$ cat src/hw/rtl/phri_pkg.sv
// ----------------------------------------------------------------------------
// phri_pkg
// widths, prime table and controller states for the radical inverse block
// ----------------------------------------------------------------------------
package phri_pkg;

  localparam int PRIME_COUNT   = 61;
  localparam int FRACTION_BITS = 32;

  localparam int SEL_W    = 6;
  localparam int SAMPLE_W = 31;
  localparam int PRIME_W  = 9;
  localparam int OUT_W    = 32;
  // mirrored numerator and p^n both stay below 2^(SAMPLE_W + PRIME_W)
  localparam int NUM_W    = SAMPLE_W + PRIME_W;
  localparam int CNT_W    = $clog2((FRACTION_BITS > SAMPLE_W) ? FRACTION_BITS : SAMPLE_W);

  typedef enum logic [1:0] {
    ST_IDLE,
    ST_DIGIT,
    ST_FRAC,
    ST_OUT
  } state_t;

  function automatic logic [PRIME_W-1:0] prime_lookup(input logic [SEL_W-1:0] sel);
    logic [PRIME_W-1:0] p;
    unique case (sel)
      6'd0:  p = 9'd2;    6'd1:  p = 9'd3;    6'd2:  p = 9'd5;    6'd3:  p = 9'd7;
      6'd4:  p = 9'd11;   6'd5:  p = 9'd13;   6'd6:  p = 9'd17;   6'd7:  p = 9'd19;
      6'd8:  p = 9'd23;   6'd9:  p = 9'd29;   6'd10: p = 9'd31;   6'd11: p = 9'd37;
      6'd12: p = 9'd41;   6'd13: p = 9'd43;   6'd14: p = 9'd47;   6'd15: p = 9'd53;
      6'd16: p = 9'd59;   6'd17: p = 9'd61;   6'd18: p = 9'd67;   6'd19: p = 9'd71;
      6'd20: p = 9'd73;   6'd21: p = 9'd79;   6'd22: p = 9'd83;   6'd23: p = 9'd89;
      6'd24: p = 9'd97;   6'd25: p = 9'd101;  6'd26: p = 9'd103;  6'd27: p = 9'd107;
      6'd28: p = 9'd109;  6'd29: p = 9'd113;  6'd30: p = 9'd127;  6'd31: p = 9'd131;
      6'd32: p = 9'd137;  6'd33: p = 9'd139;  6'd34: p = 9'd149;  6'd35: p = 9'd151;
      6'd36: p = 9'd157;  6'd37: p = 9'd163;  6'd38: p = 9'd167;  6'd39: p = 9'd173;
      6'd40: p = 9'd179;  6'd41: p = 9'd181;  6'd42: p = 9'd191;  6'd43: p = 9'd193;
      6'd44: p = 9'd197;  6'd45: p = 9'd199;  6'd46: p = 9'd211;  6'd47: p = 9'd223;
      6'd48: p = 9'd227;  6'd49: p = 9'd229;  6'd50: p = 9'd233;  6'd51: p = 9'd239;
      6'd52: p = 9'd241;  6'd53: p = 9'd251;  6'd54: p = 9'd257;  6'd55: p = 9'd263;
      6'd56: p = 9'd269;  6'd57: p = 9'd271;  6'd58: p = 9'd277;  6'd59: p = 9'd281;
      6'd60: p = 9'd283;
      default: p = 9'd283;
    endcase
    return p;
  endfunction

endpackage

$ cat src/hw/rtl/permuted_halton_radical_inverse.sv
// ----------------------------------------------------------------------------
// permuted_halton_radical_inverse
// per item: a 31-step bit-serial division by p for each base-p digit of
// sample_index (no digits for a zero index), with num*p and den*p formed
// shift-and-add alongside, then 32 fraction bits one a cycle, then the
// output register
// one item at a time: the next transfer is taken in the cycle the result appears,
// later if an earlier result is still stalled; sync reset returns to idle, empty
// ----------------------------------------------------------------------------
module permuted_halton_radical_inverse (
  input  logic                           clk,
  input  logic                           rst,
  input  logic                           in_valid,
  output logic                           in_stall,
  input  logic [phri_pkg::SEL_W-1:0]     base_index,
  input  logic [phri_pkg::SAMPLE_W-1:0]  sample_index,
  output logic                           out_valid,
  input  logic                           out_stall,
  output logic [phri_pkg::OUT_W-1:0]     fraction
);

  localparam int SEL_W    = phri_pkg::SEL_W;
  localparam int SAMPLE_W = phri_pkg::SAMPLE_W;
  localparam int PRIME_W  = phri_pkg::PRIME_W;
  localparam int NUM_W    = phri_pkg::NUM_W;
  localparam int CNT_W    = phri_pkg::CNT_W;
  localparam int FRAC_W   = phri_pkg::FRACTION_BITS;
  localparam int OUT_W    = phri_pkg::OUT_W;

  phri_pkg::state_t state, state_next;

  logic [PRIME_W-1:0]  prime, prime_next;
  logic [PRIME_W-1:0]  pshift, pshift_next;
  logic [SAMPLE_W-1:0] quot, quot_next;
  logic [PRIME_W-1:0]  rem, rem_next;
  logic [NUM_W-1:0]    acc_num, acc_num_next;
  logic [NUM_W-1:0]    acc_den, acc_den_next;
  logic [NUM_W-1:0]    num, num_next;
  logic [NUM_W-1:0]    den, den_next;
  logic [NUM_W-1:0]    frem, frem_next;
  logic [FRAC_W-1:0]   frac, frac_next;
  logic [CNT_W-1:0]    cnt, cnt_next;
  logic                out_valid_next;
  logic [OUT_W-1:0]    fraction_next;

  logic [SEL_W-1:0]    sel_sat;
  logic [PRIME_W:0]    div_trial;
  logic                div_fits;
  logic [PRIME_W:0]    div_diff;
  logic [PRIME_W-1:0]  digit;
  logic [PRIME_W-1:0]  perm_digit;
  logic                mul_active;
  logic [NUM_W-1:0]    acc_num_step;
  logic [NUM_W-1:0]    acc_den_step;
  logic [NUM_W-1:0]    num_new;
  logic [NUM_W:0]      frac_trial;
  logic                frac_fits;
  logic [NUM_W:0]      frac_diff;
  logic                out_free;

  assign sel_sat = (base_index > SEL_W'(phri_pkg::PRIME_COUNT - 1))
                   ? SEL_W'(phri_pkg::PRIME_COUNT - 1) : base_index;

  // restoring division of the sample index by p, one quotient bit a cycle
  assign div_trial = {rem, quot[SAMPLE_W-1]};
  assign div_fits  = div_trial >= {1'b0, prime};
  assign div_diff  = div_trial - {1'b0, prime};
  assign digit     = div_fits ? div_diff[PRIME_W-1:0] : div_trial[PRIME_W-1:0];
  // nonzero digit d becomes p - d
  assign perm_digit = (digit != '0) ? (prime - digit) : '0;

  // num*p and den*p by shift-and-add over the bits of p, msb first
  assign mul_active   = cnt < CNT_W'(PRIME_W);
  assign acc_num_step = mul_active
                        ? ({acc_num[NUM_W-2:0], 1'b0} + (pshift[PRIME_W-1] ? num : '0))
                        : acc_num;
  assign acc_den_step = mul_active
                        ? ({acc_den[NUM_W-2:0], 1'b0} + (pshift[PRIME_W-1] ? den : '0))
                        : acc_den;
  assign num_new      = acc_num_step + NUM_W'(perm_digit);

  // long division of num by den, one fraction bit a cycle
  assign frac_trial = {frem, 1'b0};
  assign frac_fits  = frac_trial >= {1'b0, den};
  assign frac_diff  = frac_trial - {1'b0, den};

  assign out_free = !out_valid || !out_stall;
  assign in_stall = (state != phri_pkg::ST_IDLE);

  always_ff @(posedge clk) begin
    if (rst) begin
      state     <= phri_pkg::ST_IDLE;
      out_valid <= 1'b0;
      cnt       <= '0;
    end else begin
      state     <= state_next;
      out_valid <= out_valid_next;
      cnt       <= cnt_next;
    end
  end

  always_ff @(posedge clk) begin
    prime    <= prime_next;
    pshift   <= pshift_next;
    quot     <= quot_next;
    rem      <= rem_next;
    acc_num  <= acc_num_next;
    acc_den  <= acc_den_next;
    num      <= num_next;
    den      <= den_next;
    frem     <= frem_next;
    frac     <= frac_next;
    fraction <= fraction_next;
  end

  always_comb begin
    state_next     = state;
    prime_next     = prime;
    pshift_next    = pshift;
    quot_next      = quot;
    rem_next       = rem;
    acc_num_next   = acc_num;
    acc_den_next   = acc_den;
    num_next       = num;
    den_next       = den;
    frem_next      = frem;
    frac_next      = frac;
    cnt_next       = cnt;
    fraction_next  = fraction;
    out_valid_next = out_valid && out_stall;

    unique case (state)
      phri_pkg::ST_IDLE: begin
        if (in_valid) begin
          prime_next   = phri_pkg::prime_lookup(sel_sat);
          pshift_next  = phri_pkg::prime_lookup(sel_sat);
          quot_next    = sample_index;
          rem_next     = '0;
          acc_num_next = '0;
          acc_den_next = '0;
          num_next     = '0;
          den_next     = NUM_W'(1);
          frem_next    = '0;
          frac_next    = '0;
          cnt_next     = '0;
          state_next   = (sample_index != '0) ? phri_pkg::ST_DIGIT : phri_pkg::ST_FRAC;
        end
      end

      phri_pkg::ST_DIGIT: begin
        quot_next    = {quot[SAMPLE_W-2:0], div_fits};
        rem_next     = digit;
        acc_num_next = acc_num_step;
        acc_den_next = acc_den_step;
        pshift_next  = {pshift[PRIME_W-2:0], 1'b0};
        cnt_next     = cnt + CNT_W'(1);
        if (cnt == CNT_W'(SAMPLE_W - 1)) begin
          num_next     = num_new;
          den_next     = acc_den_step;
          rem_next     = '0;
          acc_num_next = '0;
          acc_den_next = '0;
          pshift_next  = prime;
          cnt_next     = '0;
          if (quot_next == '0) begin
            frem_next  = num_new;
            frac_next  = '0;
            state_next = phri_pkg::ST_FRAC;
          end
        end
      end

      phri_pkg::ST_FRAC: begin
        frem_next = frac_fits ? frac_diff[NUM_W-1:0] : frac_trial[NUM_W-1:0];
        frac_next = {frac[FRAC_W-2:0], frac_fits};
        cnt_next  = cnt + CNT_W'(1);
        if (cnt == CNT_W'(FRAC_W - 1)) begin
          cnt_next   = '0;
          state_next = phri_pkg::ST_OUT;
        end
      end

      phri_pkg::ST_OUT: begin
        if (out_free) begin
          fraction_next  = OUT_W'(frac);
          out_valid_next = 1'b1;
          state_next     = phri_pkg::ST_IDLE;
        end
      end

      default: state_next = phri_pkg::ST_IDLE;
    endcase
  end

endmodule

$ cat config.mk
export PLATFORM = sky130hd
export DESIGN_NAME = permuted_halton_radical_inverse
export DESIGN_NICKNAME = d
export VERILOG_FILES = /design/src/hw/rtl/phri_pkg.sv /design/src/hw/rtl/permuted_halton_radical_inverse.sv
export SDC_FILE = /design/constraint.sdc
export NUM_CORES = 1
export LEC_CHECK = 0
export BUFFER_PORTS_ARGS = -buffer_cell sky130_fd_sc_hd__buf_2
export CORE_ASPECT_RATIO = 1.1
export CORE_MARGIN = 5
export CORE_UTILIZATION = 50
export CTS_BUF_LIST = sky130_fd_sc_hd__clkbuf_8
export CTS_CLUSTER_DIAMETER = 30
export DETAILED_ROUTE_END_ITERATION = 8
export GPL_TIMING_DRIVEN = 0
export PLACE_DENSITY = 0.66
export SYNTH_ARGS = -nofsm -noshare
export SYNTH_HDL_FRONTEND = slang
export SYNTH_SLANG_ARGS = --single-unit
$ cat constraint.sdc
create_clock -name clk -period 19.75 [get_ports clk]
set_input_delay 0.9875 -clock clk [delete_from_list [all_inputs] [get_ports clk]]
set_output_delay 0.9875 -clock clk [all_outputs]
set_load 0.005 [all_outputs]
==> metrics.md, run 1 <==
| Metric | Value |
|---|---|
| Critical path class | reg2reg |
| Count of flip-flops with a built-in enable after synthesis | 322 |
| Vias post-DR | 18900 |
| Clock period minus worst slack | 8.46 ns |
| First-pass GRT wire length | 99.4 mm |
| Synth Area in Compound Gates | 0.165 |
| Mux contribution to synthesized area | 0.0446 |
| Routed Antenna Nets | 0 |
| Top cells by area, synth | edfxtp_1 (42%), ha_1 (8.6%), a21oi_1 (4.2%) |
| Setup slack, reg-to-reg | 11.29 ns |
| Total wire length | 63.6 mm |
| Initial antenna violation count | 1 |
| DRC Markers | 0 |
| Worst setup path startpoint | cnt[2] |
| Critical path startpoint category | register |
| Yosys warns | 0 |
| XOR/XNOR share of the synthesized area | 0.0523 |
| Number of CTS-inserted buffers | 75 |
| Routed vias/inst | 5.87 |
| Post-Synth Adder-Cell Area | 0.0912 |
| Simple logic cell fraction of the synthesized area | 0.188 |
| Initial core utilization | 0.508 |
| CP Max Fanout | 10 |
| Req. time, crit path | 20.13 ns |
| Mapped cell area | about 23000 µm² |
| Fin. Hold Viols | 0 |
| Overflow after GRT | 0 |
| Initial DRC Count | about 1800 |
| Post-synth net total | 2627 |
| Routed len/inst | approximately 20 µm |
| Largest family of logic cells by synthesized area | simple AND/OR/NAND/NOR gates |
| Multi-input gate area | 12600 µm² |
| RSZ-0062 raised after global routing | no |
| Register area | 9830 µm² |
| Crit path DAT | 8.83 ns |
| Max Clk Rate | 118 MHz |
| Clock Sinks | between 300 and 400 |
| Initial DRT Pass Iterations | 5 |
| Hold_buf cts | 0 |
| Slew Viols, Final | 0 |
| Post-synth ARST share | 0 |
| Mean Syn Cell Area | roughly 9.6 µm² |
| CTS tree | yes |
| HPWL after detailed placement | 47.4 mm |
| I/O Buffers | 71 |
| CP max stage delay | 0.67 ns |
| Largest net degree at the start of global routing | 52 |
| Post-synthesis instance total | between 2000 and 2500 |
| Gpl congestion | 0.943 |
| Max-Cap Viols | 0 |
| Hold path startpoint | frac[31] |
| Post-synth top cells | edfxtp_1 (322), nor2_1 (226), nand2_1 (202) |
| Outcome | complete, no violations |
| Tightest Hold Check Type | reg2reg |
| Clk_skew | around 0.039 ns |
| Critical path buffers and inverters | 9 |
| Clock Latency Late Sink | 0.67 ns |
| Post-CTS sizing | 0 |
| Crit-path leading delay family | buffers and inverters |
| GRT Total Usage | 0.242 |
| Final net count | 2781 |
| Core Footprint | 45800 µm² |
| Share of layout cells above drive strength 1 | 0.109 |
| Boundary pin count | 75 |
| Die width | 216 µm |
| Final setup fails | 0 |
| Critical R2R Launch | cnt[2] |
| Synthesis-to-layout area growth | 13.3% |
| Netlist cell types | 87 |
| Crit. End Element | register |
| Crit share post-route | 0.428 |
| Deepest clock path buffer count | 3 |
| Post-CTS Setup Bufs | 0 |
| H-tree levels | 3 |
| ANT cells | 0 |
| FP Rows | 82 |
| Root Buffer | clkbuf_8 |
| Sequential-to-total area share from yosys stat | 0.423 |
| Die area | 50900 µm² |
| Die span in y | 236 µm |
| Slew headroom | 0.162 |
| Synth top area share | 0.416 |
| Slowest stage cell, crit path | clkbuf_1 |
| Cell with the most instances after synthesis | edfxtp_1 |
| Clock slew at reported path FFs | 0.06 ns |
| Vias in the first global route | 18300 |
| Cell taking the most area after synthesis | edfxtp_1 |
| Top FF cell, synth | edfxtp_1 |
| Number of synthesized register bits | 330 |
| Fill count | 4031 |
| Worst-Margin Slew | 1.25 ns |
| Most common cell on crit path | clkbuf_1 |
| Setup TNS Final | 0 ns |
routing by layer:
metal	global-route usage	wire length [µm]
met1	0.329	28400
met2	0.396	29900
met3	0.0349	3570
met4	0.0873	1710
met5	0	0
final timing paths:
path                                endpoint  depth (start not counted)
worst max register to register      frem[36]                         27
worst min-delay path            fraction[31]                          0
worst max-delay path                frem[36]                         27
worst min register to register  fraction[31]                          0
registers in the layout, indices dropped and copies added, names as in the netlist:
signal / count
acc_den: 40
acc_num: 40
cnt: 5
den: 40
frac: 32
fraction: 32
frem: 40
num: 40
out_valid: 1
prime: 9
pshift: 9
quot: 31
rem: 9
state: 2
cells in the final DEF, fill, tap and decap left out, types with 29 or more instances in the layout:
cell,count
nor2_1,225
o21a_1,32
nand3_1,42
mux2i_1,45
a21o_1,66
mux2_2,48
buf_2,80
xor2_1,54
edfxtp_1,322
xnor2_1,83
nor3_1,43
nand2_1,202
nand4_1,36
clkbuf_1,96
inv_1,115
a21oi_1,196
ha_1,159
nor2b_1,48
o21ai_0,123
and2_1,147
and3_1,29
clkbuf_8,81
metrics by stage:
step / hold slack (ns) / instances / utilization / area (µm²) / worst slack, ns
6_report: 0.416 / 3225 / 0.576 / 26300 / 11.29
5_1_grt: 0.444 / 3225 / 0.576 / 26300 / 10.71
3_3_place_gp: 0.402 / 3080 / 0.532 / 24300 / 10.22
3_5_place_dp: 0.405 / 3086 / 0.535 / 24500 / 11.41
4_1_cts: 0.418 / 3225 / 0.576 / 26300 / 11.30
2_1_floorplan: 0.400 / 2421 / - / 23200 / 13.19
worst register-to-register path, stage by stage (launching register included):
cell      delay [ns]
dfxtp_1         0.43
o31ai_1         0.11
nand2b_1        0.08
buf_2           0.25
clkbuf_1        0.48
buf_2           0.34
buf_1           0.44
clkbuf_1        0.52
clkbuf_1        0.67
clkbuf_1        0.67
buf_1           0.61
nand2_1         0.16
nand2_1         0.10
ha_1            0.17
inv_1           0.05
fa_1            0.41
nor2b_1         0.16
o21ai_0         0.13
a21boi_0        0.36
o31a_1          0.22
o31a_1          0.17
o21ba_2         0.22
nand2_1         0.11
nor4_4          0.45
nand2b_2        0.16
or3b_4          0.41
xnor2_2         0.17
o22ai_1         0.11
cell families (layout without fill, tap and decap cells):
logic type	Yosys count	count (layout)
and+or+nand+nor	870	870
AOI/OAI and AO/OA	605	605
adders and majority gates	166	166
muxes	95	95
xor gates and xnor gates	138	138
DFF	330	330
buffers and inverters	217	433
area by class of cell:
class | instances | area share
plain buffers | 115 | 0.0168
clock buffers | 81 | 0.0423
clock inverters | 58 | 0.0278
inverters | 102 | 0.0145
multi-input cells | 1874 | 0.479
flip-flops and latches | 330 | 0.373
well taps | 588 | 0.0279
repair buffers | 77 | 0.0186
Power of run 1 is not shown: default switching activity piles up to over one toggle a cycle in this logic, so the estimate is an artifact.
==> inputs of run 2 (changes only) <==
ABC_AREA = 1   (was not set)
PLACE_DENSITY = 0.69   (was 0.66)
clock period = 7.3 ns   (was 19.75 ns; I/O delays follow)
==> run 2 against run 1 <==
  * Worst setup slack got worse by 10 ns
  * Non-clock buffer count unchanged
  * Sequential share of layout area decreased by 2.8 points
  * Cell count increased by 33%
  * Worst hold slack got worse by 0.38 ns
  * Critical path type unchanged
  * First-iteration DRC count increased by 13%
  * Global-route usage increased by 1.9 points
  * Synthesized cell count increased by 40%
  * Synthesized area increased by 7.3%
  * Clock skew decreased by 0.0042 ns
  * Via count increased by 20%
==> metrics.md, run 2 <==
| Metric | Value |
|---|---|
| Commonest non-fill, non-tap cell in the layout | nand2_1 |
| Fin. Hold Viols | 0 (unchanged) |
| CP Max Fanout | 10 (unchanged) |
| Sequential-to-total area share from yosys stat | 0.394 (-0.0287) |
| Slew headroom | 0.288 (+0.126) |
| First-pass GRT wire length | 115 mm (+16%) |
| Crit share post-route | 0.858 (+0.429) |
| Most common cell on crit path | nand2_1 |
| CTS tree | yes |
| RSZ-0062 raised after global routing | no |
| Number of synthesized register bits | 330 (unchanged) |
| Register area | 9830 µm² (about the same) |
| Routed len/inst | 16.9 µm (-14%) |
| Crit. End Element | register |
| Critical path startpoint category | register |
| Tightest Hold Check Type | in2reg |
| Top FF cell, synth | edfxtp_1 |
| Area after DPL | 26500 µm² (+8.0%) |
| Mean Syn Cell Area | 7.37 µm² (-23%) |
| Count of flip-flops with a built-in enable after synthesis | 322 (unchanged) |
| Post-synth ARST share | 0 (unchanged) |
| Core Footprint | 49100 µm² (+7.4%) |
| Synth top area share | 0.388 (-0.0283) |
| Netlist cell types | 63 (-28%) |
| GRT Total Usage | 0.261 (+0.0194) |
| Final WS setup | 1.04 ns (-10.25 ns) |
| Vias in the first global route | 22000 (+20%) |
| Die width | 223 µm (+3.4%) |
| Top cells by area, synth | edfxtp_1 (39%), nand2_1 (13%), inv_1 (8.3%) |
| Multi-input gate area | 12700 µm² (+0.43%) |
| Total wire length | 72.3 mm (+14%) |
| Post-synth net total | 3587 (+37%) |
| Crit path DAT | 6.64 ns (-2.19 ns) |
| Initial core utilization | 0.507 (about the same) |
| FP Rows | 85 (+3.7%) |
| Number of CTS-inserted buffers | 74 (-1.3%) |
| Max-Cap Viols | 0 (unchanged) |
| Boundary pin count | 75 (unchanged) |
| Initial antenna violation count | 3 (+2) |
| Clock Latency Late Sink | 0.66 ns (about the same) |
| I/O Buffers | 71 (unchanged) |
| Worst-Margin Slew | 1.06 ns (-0.188 ns) |
| Fill count | 4624 (+15%) |
| Clk_skew | 0.0348 ns (-0.00419 ns) |
| Share of layout cells above drive strength 1 | 0.0954 (-0.0134) |
| Initial DRT Pass Iterations | 6 (+1) |
| Synthesis-to-layout area growth | 14.2% |
| HPWL after detailed placement | 56.6 mm (+19%) |
| Post-synthesis instance total | 3381 (+40%) |
| Gpl congestion | 0.990 (+5.0%) |
| Worst slack, placed | 1.19 ns (-10.21 ns) |
| Mapped cell area | 24900 µm² (+7.3%) |
| Largest net degree at the start of global routing | 32 (-38%) |
| DRC Markers | 0 (unchanged) |
| Non-Filler Instances | 4280 (+33%) |
| Highest-count cells in the layout ignoring fill and taps | nand2_1 (891), inv_1 (555), nor2_1 (378) |
| Req. time, crit path | 7.68 ns (-12.45 ns) |
| Design area | 28500 µm² (+8.1%) |
| Die span in y | 244 µm (+3.4%) |
| Routed vias/inst | 5.32 (-9.3%) |
| Clock period minus worst slack | 6.26 ns (-2.20 ns) |
| Deepest clock path buffer count | 3 (unchanged) |
| Yosys warns | 0 (unchanged) |
| Outcome | complete, no violations |
| Clock Sinks | 330 (unchanged) |
| Overflow after GRT | 0 (unchanged) |
| Setup slack, reg-to-reg | 1.04 ns (-10.25 ns) |
| Slowest stage cell, crit path | clkbuf_1 |
| Final core occ | 0.579 (+0.00375) |
| Die area | 54400 µm² (+7.0%) |
| Placed Cells | 4117 (+33%) |
| Post-synth top cells | nand2_1 (891), inv_1 (548), nor2_1 (378) |
| Cell taking the most area after synthesis | edfxtp_1 |
| CP max stage delay | 0.65 ns (-0.02 ns) |
| Clock slew at reported path FFs | 0.06 ns (about the same) |
| Slew Viols, Final | 0 (unchanged) |
| Critical path class | reg2reg |
| Cell with the most instances after synthesis | nand2_1 |
| Max Clk Rate | 160 MHz (+35%) |
| Final net count | 3773 (+36%) |
| H-tree levels | 3 (unchanged) |
| Routed Antenna Nets | 0 (unchanged) |
| Vias post-DR | 22800 (+20%) |
| Final setup fails | 0 (unchanged) |
| Initial DRC Count | 2011 (+13%) |
| Root Buffer | clkbuf_8 |
## run 2: cell count changes in the layout (fill, tap and decap cells not counted), sizes merged, moves of 36 or more
cell,change
nor2b,-48
inv,+458
and2,-144
nand2,+704
nor2,+176
a21oi,+50
mux2i,-44
mux2,-48
or2,+36
nand3,+148
clkbuf,-41
xnor2,-54
a21o,-53
## run 2: final cells by class
class                           instances  share of cell area
Clock inverter                         61              0.0251
Antenna cell                            1           0.0000879
Tap cell                              652              0.0287
Timing Repair Buffer                  110              0.0317
Sequential cell                       330               0.345
Multi-Input combinational cell       2401               0.445
Clock buffer                           75              0.0363
Buffer                                 82              0.0128
Inverter                              568              0.0751
## run 2: critical path, delay by kind of cell, from the launching register on
| family | cells | cell delay, ns |
|---|---|---|
| compound gates | 6 | 1.03 |
| buf+inv | 5 | 1.98 |
| simple gates | 14 | 1.71 |
| flops | 1 | 0.31 |
| fa+ha+maj | 3 | 0.95 |
## run 2: final timing paths
| path | from | endpoint | cells past startpoint |
|---|---|---|---|
| max | pshift[8] | frem[24] | 28 |
| min reg2reg | frac[31] | fraction[31] | 0 |
| max reg2reg | pshift[8] | frem[24] | 28 |
| min | out_stall | out_valid | 3 |
## run 2: cell families after synthesis
group / count (synthesis) / synth area share
adder cells (fa/ha/maj): 165 / 0.0846
XOR/XNOR: 56 / 0.0197
flip-flops: 330 / 0.394
AO/OA/AOI/OAI: 532 / 0.121
AND/OR/NAND/NOR: 1647 / 0.280
buffers and inverters: 650 / 0.100
multiplexers: 1 / 0.000402
## run 2: metrics by stage
stage / setup TNS (ns) / hold slack, ns
final: 0 / 0.0376
after global routing: 0 / 0.0477
after CTS: 0 / 0.00276
after detailed placement: 0 / 0.405
after global placement: -564.59 / 0.403
after floorplan: -161.71 / 0.400
## run 2: timing repair
item                      4_1_cts  5_1_grt
gates resized for setup         0        0
hold endpoints to repair       29        0
hold buffers                   26        0
buffers inserted                0        0
## run 2: routing by layer
| metal | vias up | GRT usage | part of all wire |
|---|---|---|---|
| met3 | 175 | 0.0355 | 0.056 |
| met4 | 4 | 0.112 | 0.042 |
| li1 | 11500 | - | - |
| met1 | 10400 | 0.345 | 0.44 |
| met5 | - | 0 | 0.00037 |
| met2 | 744 | 0.432 | 0.46 |
Power of run 2 is left out for the same reason.
